### src/sv/crc32ws_pkg.sv
// ----------------------------------------------------------------------------
// crc32ws_pkg
// Shared constants and the byte-wise CRC-32 update for the word stream block.
// ----------------------------------------------------------------------------
package crc32ws_pkg;

  localparam int unsigned DataWidth  = 64;
  localparam int unsigned CrcWidth   = 32;
  localparam int unsigned ByteWidth  = 8;
  localparam int unsigned NumBytes   = DataWidth / ByteWidth;
  localparam int unsigned CountWidth = 4;

  localparam logic [CrcWidth-1:0]   CrcPoly  = 32'hEDB8_8320;
  localparam logic [ByteWidth-1:0]  ByteMask = 8'hff;
  localparam logic [CountWidth-1:0] MaxCount = CountWidth'(NumBytes);

  typedef logic [CrcWidth-1:0]   crc_t;
  typedef logic [DataWidth-1:0]  data_t;
  typedef logic [ByteWidth-1:0]  byte_t;
  typedef logic [CountWidth-1:0] count_t;

  // Fold one byte into a reflected CRC-32 remainder, one bit per step.
  function automatic crc_t crc_fold_byte(crc_t rem, byte_t data);
    crc_t r;
    r = rem ^ {{(CrcWidth-ByteWidth){1'b0}}, data & ByteMask};
    for (int k = 0; k < ByteWidth; k++) begin
      if (r[0]) begin
        r = (r >> 1) ^ CrcPoly;
      end else begin
        r = r >> 1;
      end
    end
    return r;
  endfunction

endpackage

### src/sv/crc32ws_fold.sv
// ----------------------------------------------------------------------------
// crc32ws_fold
// Parallel CRC-32 update of one 64-bit word with a low-order byte enable.
// ----------------------------------------------------------------------------
module crc32ws_fold (
  input  crc32ws_pkg::crc_t   rem_in,
  input  crc32ws_pkg::data_t  data_word,
  input  crc32ws_pkg::count_t valid_bytes,
  output crc32ws_pkg::crc_t   rem_out
);
  import crc32ws_pkg::*;

  crc_t   chain [NumBytes+1];
  count_t byte_cnt;

  // Counts above a full word are treated as a full word.
  always_comb begin
    if (valid_bytes > MaxCount) begin
      byte_cnt = MaxCount;
    end else begin
      byte_cnt = valid_bytes;
    end
  end

  // One fixed XOR stage per byte lane; each tap is the remainder after b bytes.
  assign chain[0] = rem_in;

  for (genvar b = 0; b < NumBytes; b++) begin : g_lane
    assign chain[b+1] = crc_fold_byte(chain[b], data_word[b*ByteWidth +: ByteWidth]);
  end

  // Pick the tap that matches the byte count.
  assign rem_out = chain[byte_cnt];

endmodule

### src/sv/crc32ws_out_reg.sv
// ----------------------------------------------------------------------------
// crc32ws_out_reg
// Result register that holds a finished CRC until the consumer takes it.
// ----------------------------------------------------------------------------
module crc32ws_out_reg (
  input  logic              clk,
  input  logic              rst_n,
  input  logic              load,
  input  crc32ws_pkg::crc_t load_crc,
  output logic              slot_free,
  output logic              out_valid,
  input  logic              out_stall,
  output crc32ws_pkg::crc_t out_crc_value
);
  import crc32ws_pkg::*;

  logic valid_r;
  logic valid_nxt;
  crc_t crc_r;

  // The slot can take a new result if it is empty or is being drained now.
  assign slot_free = !valid_r || !out_stall;

  always_comb begin
    valid_nxt = valid_r;
    if (load) begin
      valid_nxt = 1'b1;
    end else if (!out_stall) begin
      valid_nxt = 1'b0;
    end
  end

  always_ff @(posedge clk) begin
    if (!rst_n) begin
      valid_r <= 1'b0;
    end else begin
      valid_r <= valid_nxt;
    end
  end

  // Payload has no reset; it only changes on a load.
  always_ff @(posedge clk) begin
    if (load) begin
      crc_r <= load_crc;
    end
  end

  assign out_valid     = valid_r;
  assign out_crc_value = crc_r;

endmodule

### src/sv/crc32_word_stream_top.sv
// ----------------------------------------------------------------------------
// crc32_word_stream_top
// Streaming reflected CRC-32 (polynomial 0xEDB88320) over 64-bit words.
// ----------------------------------------------------------------------------
// Each request carries eight little-endian message bytes, of which the low
// in_valid_bytes (0 to 8; larger counts act as 8) are folded into the running
// remainder with no inversion before or after. A request with in_first_word
// set starts from in_seed; one with in_last_word set yields the final
// remainder on the out_ channel. The block takes one word per clock unless the
// input is stalled: a word is held in the input register, the whole 64-bit XOR
// update runs combinationally from that register and writes the remainder
// register, and the remainder after a last word is loaded into the output
// register. The input stalls only while a last word waits for a stalled output
// register.
module crc32_word_stream_top (
  input  logic                  clk,
  input  logic                  rst_n,
  input  logic                  in_valid,
  output logic                  in_stall,
  input  crc32ws_pkg::data_t    in_data_word,
  input  crc32ws_pkg::count_t   in_valid_bytes,
  input  logic                  in_first_word,
  input  logic                  in_last_word,
  input  crc32ws_pkg::crc_t     in_seed,
  output logic                  out_valid,
  input  logic                  out_stall,
  output crc32ws_pkg::crc_t     out_crc_value
);
  import crc32ws_pkg::*;

  logic   s1_valid_r;
  logic   s1_valid_nxt;
  data_t  s1_data_r;
  count_t s1_count_r;
  logic   s1_first_r;
  logic   s1_last_r;
  crc_t   s1_seed_r;
  crc_t   rem_r;
  crc_t   rem_nxt;
  crc_t   rem_start;
  crc_t   rem_word;
  logic   s1_adv;
  logic   slot_free;
  logic   in_take;

  // The held word moves on unless it is a last word and the result slot is full.
  assign s1_adv   = s1_valid_r && (!s1_last_r || slot_free);
  assign in_stall = s1_valid_r && !s1_adv;
  assign in_take  = in_valid && !in_stall;

  // Input register valid bit.
  always_comb begin
    s1_valid_nxt = s1_valid_r;
    if (in_take) begin
      s1_valid_nxt = 1'b1;
    end else if (s1_adv) begin
      s1_valid_nxt = 1'b0;
    end
  end

  always_ff @(posedge clk) begin
    if (!rst_n) begin
      s1_valid_r <= 1'b0;
    end else begin
      s1_valid_r <= s1_valid_nxt;
    end
  end

  // Input register payload.
  always_ff @(posedge clk) begin
    if (in_take) begin
      s1_data_r  <= in_data_word;
      s1_count_r <= in_valid_bytes;
      s1_first_r <= in_first_word;
      s1_last_r  <= in_last_word;
      s1_seed_r  <= in_seed;
    end
  end

  // A first word restarts from its seed, others continue the stored remainder.
  assign rem_start = s1_first_r ? s1_seed_r : rem_r;

  crc32ws_fold u_fold (
    .rem_in      (rem_start),
    .data_word   (s1_data_r),
    .valid_bytes (s1_count_r),
    .rem_out     (rem_word)
  );

  // Running remainder.
  assign rem_nxt = s1_adv ? rem_word : rem_r;

  always_ff @(posedge clk) begin
    if (!rst_n) begin
      rem_r <= '0;
    end else begin
      rem_r <= rem_nxt;
    end
  end

  crc32ws_out_reg u_out (
    .clk           (clk),
    .rst_n         (rst_n),
    .load          (s1_adv && s1_last_r),
    .load_crc      (rem_word),
    .slot_free     (slot_free),
    .out_valid     (out_valid),
    .out_stall     (out_stall),
    .out_crc_value (out_crc_value)
  );

`ifndef ASSERT_OFF
  // The input only stalls while a word is held.
  a_stall_held: assert property (@(posedge clk) disable iff (!rst_n)
    in_stall |-> s1_valid_r)
    else $error("input stalled with an empty input register");

  // A last word never advances into a full, stalled result register.
  a_no_overrun: assert property (@(posedge clk) disable iff (!rst_n)
    (out_valid && out_stall && s1_valid_r && s1_last_r) |-> in_stall)
    else $error("last word advanced over a pending result");

  // The remainder changes only when a word is processed.
  a_rem_stable: assert property (@(posedge clk) disable iff (!rst_n)
    !s1_adv |=> $stable(rem_r))
    else $error("remainder changed without a processed word");

  // A result appears only after a last word was processed.
  a_out_source: assert property (@(posedge clk) disable iff (!rst_n)
    $rose(out_valid) |-> $past(s1_adv && s1_last_r))
    else $error("result appeared without a last word");
`endif

endmodule
### config.mk
export PLATFORM = sky130hd
export DESIGN_NAME = crc32_word_stream_top
export DESIGN_NICKNAME = d
export VERILOG_FILES = /design/src/sv/crc32ws_pkg.sv /design/src/sv/crc32ws_fold.sv /design/src/sv/crc32ws_out_reg.sv /design/src/sv/crc32_word_stream_top.sv
export SDC_FILE = /design/constraint.sdc
export NUM_CORES = 1
export LEC_CHECK = 0
export ABC_AREA = 1
export BUFFER_PORTS_ARGS = -buffer_cell sky130_fd_sc_hd__buf_2
export CELL_PAD_IN_SITES_DETAIL_PLACEMENT = 1
export CELL_PAD_IN_SITES_GLOBAL_PLACEMENT = 1
export CORE_MARGIN = 1.5
export CORE_UTILIZATION = 44
export DETAILED_ROUTE_END_ITERATION = 8
export PLACE_DENSITY_LB_ADDON = 0.15
export SETUP_SLACK_MARGIN = 0.05
export SLEW_MARGIN = 20
export SYNTH_ARGS = -nofsm -noshare
export SYNTH_HDL_FRONTEND = slang
export SYNTH_SLANG_ARGS = --single-unit
### constraint.sdc
create_clock -name clk -period 7.7 [get_ports clk]
set_input_delay 0 -clock clk [delete_from_list [all_inputs] [get_ports clk]]
set_output_delay 0 -clock clk [all_outputs]
set_load 0.03 [all_outputs]
======== After elaboration in Yosys (flattened, before gate mapping) ========
Cells that the tools add are included.
storage, ports and cells
  register bits after elaboration ......... 168
  word-level logic and storage cells ...... 170
  input port bits ......................... 106
  output and inout port bits .............. 34
operators by class
  bitwise gates (word level) .............. 73
  order comparisons ....................... 2
  reduce and logical (&&, ||, !) cells .... 12
  eq/ne operators ......................... 1
  muxes and demuxes ....................... 73
operators by type and width
  cell                                                   number
  2-to-1 mux 32 bit                                      67
  inverter 13 -> 14 bit                                  64
  XOR 32 x 8 -> 32 bit                                   8
  binary-select mux 32 bit (select 4 bit)                1
  >= comparator 5 bit, second input constant             1
  logical NOT 1 bit                                      5
  inverter 4 -> 5 bit                                    1
  > comparator 4 bit, second input constant              1
  logical AND 1 bit                                      4
  2-to-1 mux 1 bit                                       4
  2-to-1 mux 4 bit                                       1
  logical OR 1 bit                                       2
  inequality test 2 x 1 -> 1 bit, second input constant  1
  nonzero test 2 bit                                     1

======== Longest topological paths before layout ========
  depth after elaboration ................. 140
  depth in mapped cells ................... 62

======== Modules after synthesis ========
A second synthesis with hierarchy kept.
second synthesis, totals
  cells, all modules ...................... 3251
  area, all modules ....................... 20263.2 µm²
by module, submodules not included
  module                 instances  area an instance (µm²)  cells an instance
  crc32ws_fold           1          14222.4                 2856
  crc32_word_stream_top  1          5037.3                  358
  crc32ws_out_reg        1          1003.5                  37

======== Worst setup path before layout ========
OpenSTA, ideal clock, no wires.
  path type ............................... flip-flop to flip-flop
  start ................................... register u_out.valid_r, in the netlist u_out.out_valid
  end ..................................... register s1_count_r[0], enable pin
  setup slack ............................. 2.162 ns
  cell stages (with the launch flop) ...... 4
  arrival ................................. 4.973 ns
  setup time .............................. 0.564 ns
  cell sequence ........................... dfxtp_1 nand3_1 nor2_1 nor2_1
between the ends
  word-level cells in the longest chain between the ends .. 8
RTL lines
  element                 line                         text
  from (decl)             crc32ws_out_reg.sv:17        logic valid_r;
  from (signal assigned)  crc32ws_out_reg.sv:37        valid_r <= valid_nxt;
  logical NOT 1 bit       crc32ws_out_reg.sv:22        assign slot_free = !valid_r || !out_stall;
  logical OR 1 bit        crc32ws_out_reg.sv:22
  logical OR 1 bit        crc32_word_stream_top.sv:47  assign s1_adv = s1_valid_r && (!s1_last_r || slot_free);
  logical AND 1 bit       crc32_word_stream_top.sv:47
  logical NOT 1 bit       crc32_word_stream_top.sv:48  assign in_stall = s1_valid_r && !s1_adv;
  logical AND 1 bit       crc32_word_stream_top.sv:48
  via in_stall            crc32_word_stream_top.sv:19  output logic in_stall,
  logical NOT 1 bit       crc32_word_stream_top.sv:49  assign in_take = in_valid && !in_stall;
  logical AND 1 bit       crc32_word_stream_top.sv:49
  via in_take             crc32_word_stream_top.sv:44  logic in_take;
  to (signal assigned)    crc32_word_stream_top.sv:73  s1_count_r <= in_valid_bytes;
  to (decl)               crc32_word_stream_top.sv:34  count_t s1_count_r;
The timed path passes the listed nets, and every way through them passes these cells.
A chain may end at the register's enable or synchronous reset.

======== Worst setup path after layout ========
  start ................................... register s1_first_r
  end ..................................... register u_out.crc_r[28], in the netlist u_out.out_crc_value[28] (data pin)
between the ends
  word-level cells in the longest chain between the ends .. 102
  elaborated cells between the ends (all ways) .. 135
RTL lines
  element                                                  line                         text
  from (decl)                                              crc32_word_stream_top.sv:35  logic s1_first_r;
  from (signal assigned)                                   crc32_word_stream_top.sv:74  s1_first_r <= in_first_word;
  2-to-1 mux 32 bit *                                      crc32_word_stream_top.sv:81  assign rem_start = s1_first_r ? s1_seed_r : rem_r;
  XOR 32 x 8 -> 32 bit                                     crc32ws_pkg.sv:25            r = rem ^ {{(CrcWidth-ByteWidth){1'b0}}, data & ByteMask};
  inverter 13 -> 14 bit (no line)                          --
  2-to-1 mux 32 bit                                        crc32ws_pkg.sv:27            if (r[0]) begin
  inverter 13 -> 14 bit (no line)                          --
  2-to-1 mux 32 bit (2 in series)                          crc32ws_pkg.sv:27
  inverter 13 -> 14 bit (no line)                          --
  2-to-1 mux 32 bit                                        crc32ws_pkg.sv:27
  [80 not listed]                                          --
  2-to-1 mux 32 bit (5 in series)                          crc32ws_pkg.sv:27
  inverter 13 -> 14 bit (no line)                          --
  2-to-1 mux 32 bit                                        crc32ws_pkg.sv:27
  inverter 13 -> 14 bit (no line)                          --
  2-to-1 mux 32 bit (2 in series)                          crc32ws_pkg.sv:27
  binary-select mux 32 bit (select 4 bit) *                crc32ws_fold.sv:33           assign rem_out = chain[byte_cnt];
  2-to-1 mux 32 bit (implied by the code) * (2 in series)  crc32ws_fold.sv:33
  via rem_word[28]                                         crc32_word_stream_top.sv:41  crc_t rem_word;
  to (signal assigned)                                     crc32ws_out_reg.sv:44        crc_r <= load_crc;
  to (decl)                                                crc32ws_out_reg.sv:19        crc_t crc_r;
Mark *: on every way through the listed nets, which the timed path passes. The rest lies on a longest branch. The select of a mux whose other input is x is not followed.

==> flow_summary.toml <==
[status]
status = "finished clean"

[timing]
setup_ws_ps = 221
setup_viol = 0
fin_crit_sh_pct = 97.1
finalCriticalPeriod_ps = 7480
hold_slack_ps = 181
slew_violations = 0
hold_viol = 0
worstMarginPinSlew_ps = 964
fmax_mhz = 134
clock_skew_ps = 33.7
timing.slew.headroom_pct = 35.7

[global_routing]
grt_first_pass_wirelength_um = 152000
grt_max_degree = 100
antenna_found_initial = 1
grt_usage_pct = 43.3
grt_pass1_vias = 25000
grt_overflow = 0

[die]
rows = 78
io_pins = 140
core_um2 = 45200
dieArea_um2 = 47000
start_util_pct = 44.5
die_y_um = 217
die_x_um = 217

[cells_and_area]
fin_nets = 3643
fin_cells = 4150
finalInstanceArea_um2 = 24200
fill_cells = 6167
antennaDiodeCount = 0
area_growth_pct = 20.2
drive_gt1_share_pct = 20.5

[synth]
synth_seq_cells = 168
yosys.area.top_type = "nand2_1"
synth-edff-count = 134
synth_area_leaders = "nand2_1 (24%), edfxtp_1 (20%), nand3_1 (13%)"
postSynthAreaPerCell_um2 = 6.20
synth.top_cell.area_share_pct = 24.3
synth_common_cells = "nand2_1 (1301), nand3_1 (526), inv_1 (249), nand2_2 (212), edfxtp_1 (134)"
yosysWarnings = 0
synthesis.area_um2 = 20100
ys_seq_area_share_pct = 23.4
syn-num-nets = 3347
ys.flop_type = "edfxtp_1"
synth-async-reset-ratio_pct = 0
synth.most_common_cell = "nand2_1"
yosysUniqueCellTypes = 58
synthCells = 3241

[critical_path]
slowest_delay_ps = 440
cp_common_cell = "nand2_1"
cp_data_arrival_time_ps = 7720
cp-start-kind = "flip-flop"
critPathRequiredTime_ps = 7940
cp-end-kind = "flip-flop"
cp-startpoint = "s1_first_r"
crit_fanout = 30
r2r-start = "s1_first_r"
critPathKind = "flip-flop to flip-flop"
cp_slowest_cell = "xor2_1"

[cts]
cts_tree = "yes"
cts_buffers = 17
htree_levels = 4
path_clk_slew_ps = 100
insertion_delay_ps = 530
clockBufferDepth = 2
clock_sinks = 168
cts_root_buf = "clkbuf_16"

[routing]
route.vias.total = 25000
drt_iter0_drc = 2444
dr.pass1.iters = 6
drt_wl_total_um = 105000
viasPerCell = 6.02
drc = 0
antenna_left = 0
routedWlPerCell_um = 25.3

[place]
place_area_um2 = 21600
dp_hpwl_um = 80700
pre_cts_slack_ps = -135
dp.cells = 3975
port_buffers = 139
gp_congestion = 1.02

[flow_run]
maxCapViolCount = 0

[hold_path]
holdCritStartpoint = "in_data_word[27]"
holdCritPathClass = "primary input to flip-flop"
==> through the flow <==
step,util [%],setup TNS (ps)
floorplan,-,0
global route,53.5,-526
finish,53.5,0
detailed placement,47.9,-540
CTS,51.7,0
global placement,47.9,0
==> cells by family after synthesis <==
family	after synthesis	synth area share, %
flops	168	23.4
buf+inv	360	7.99
compound gates	317	9.12
simple gates	2240	52.1
xor+xnor	156	7.34
==> sequential cells by signal (all words and copies together) (netlist names) <==
register             cells
s1_data_r               64
rem_r                   32
s1_seed_r               32
u_out.out_crc_value     32
s1_count_r               4
s1_first_r               1
s1_last_r                1
s1_valid_r               1
u_out.out_valid          1
==> what timing repair did <==
item / in CTS / in global routing
endpoints found under the hold margin: 110 / 0
setup buffers: 0 / 36
hold buffers: 106 / 0
pin swaps: 0 / 18
endpoints found under the setup margin: 32 / 64
resized for setup: 12 / 112
==> layout make-up <==
cell class              count  area (um2)  area share, %
multi-input cells        2713       14300           59.1
flip-flops and latches    168        4700           19.5
repair buffers            360        2730           11.3
inverters                 277        1070           4.45
well taps                 600         751           3.11
clock buffers              17         425           1.76
clock inverters            15         190          0.787
==> per-layer routing <==
layer	vias up	routed length (um)	GRT usage, %	part of all wire [%]
li1	11200	-	-	-
met4	0	7740	28.5	7.4
met1	12200	40700	51.6	39
met3	390	7550	7.44	7.2
met5	-	0	0	0
met2	1207	49000	71.8	47
==> final timing paths <==
check,to,slack (ps),depth (start not counted)
worst max register to register,u_out.out_crc_value[28],220,49
worst max-delay path,u_out.out_crc_value[28],220,49
worst min-delay path,s1_data_r[27],180,2
worst min register to register,rem_r[31],480,2
==> worst max-delay path: cells and delay by family (launching register included) <==
| family | cells | cell delay [ps] |
|---|---|---|
| AOI/OAI and AO/OA | 2 | 660 |
| DFF | 1 | 380 |
| and+or+nand+nor | 39 | 4710 |
| buffers and inverters | 7 | 980 |
| xor gates and xnor gates | 1 | 440 |
==> cell usage in the layout, fill, tap and decap left out, drive strengths merged <==
master	instances
nand2	1569
nand3	584
inv	274
buf	254
edfxtp	134
o21ai	133
xor2	114
dlygate4sd3	106
a21oi	99
nor2	64
o211ai	52
xnor2	41
dfxtp	34
clkbuf	17
clkinv	15
a31oi	11
nand3b	10
or2	9
o21bai	6
o22ai	4
o221ai	3
nand4	2
o311ai	2
clkinvlp	2
nand2b	1
a31o	1
xnor3	1
a32oi	1
a21o	1
a221oi	1
nor3	1
a2111o	1
o31ai	1
a211oi	1
bufinv	1
Power is left out: the tool's default activity adds up to more than one toggle a clock period on the data nets, which glitch-free logic cannot reach.
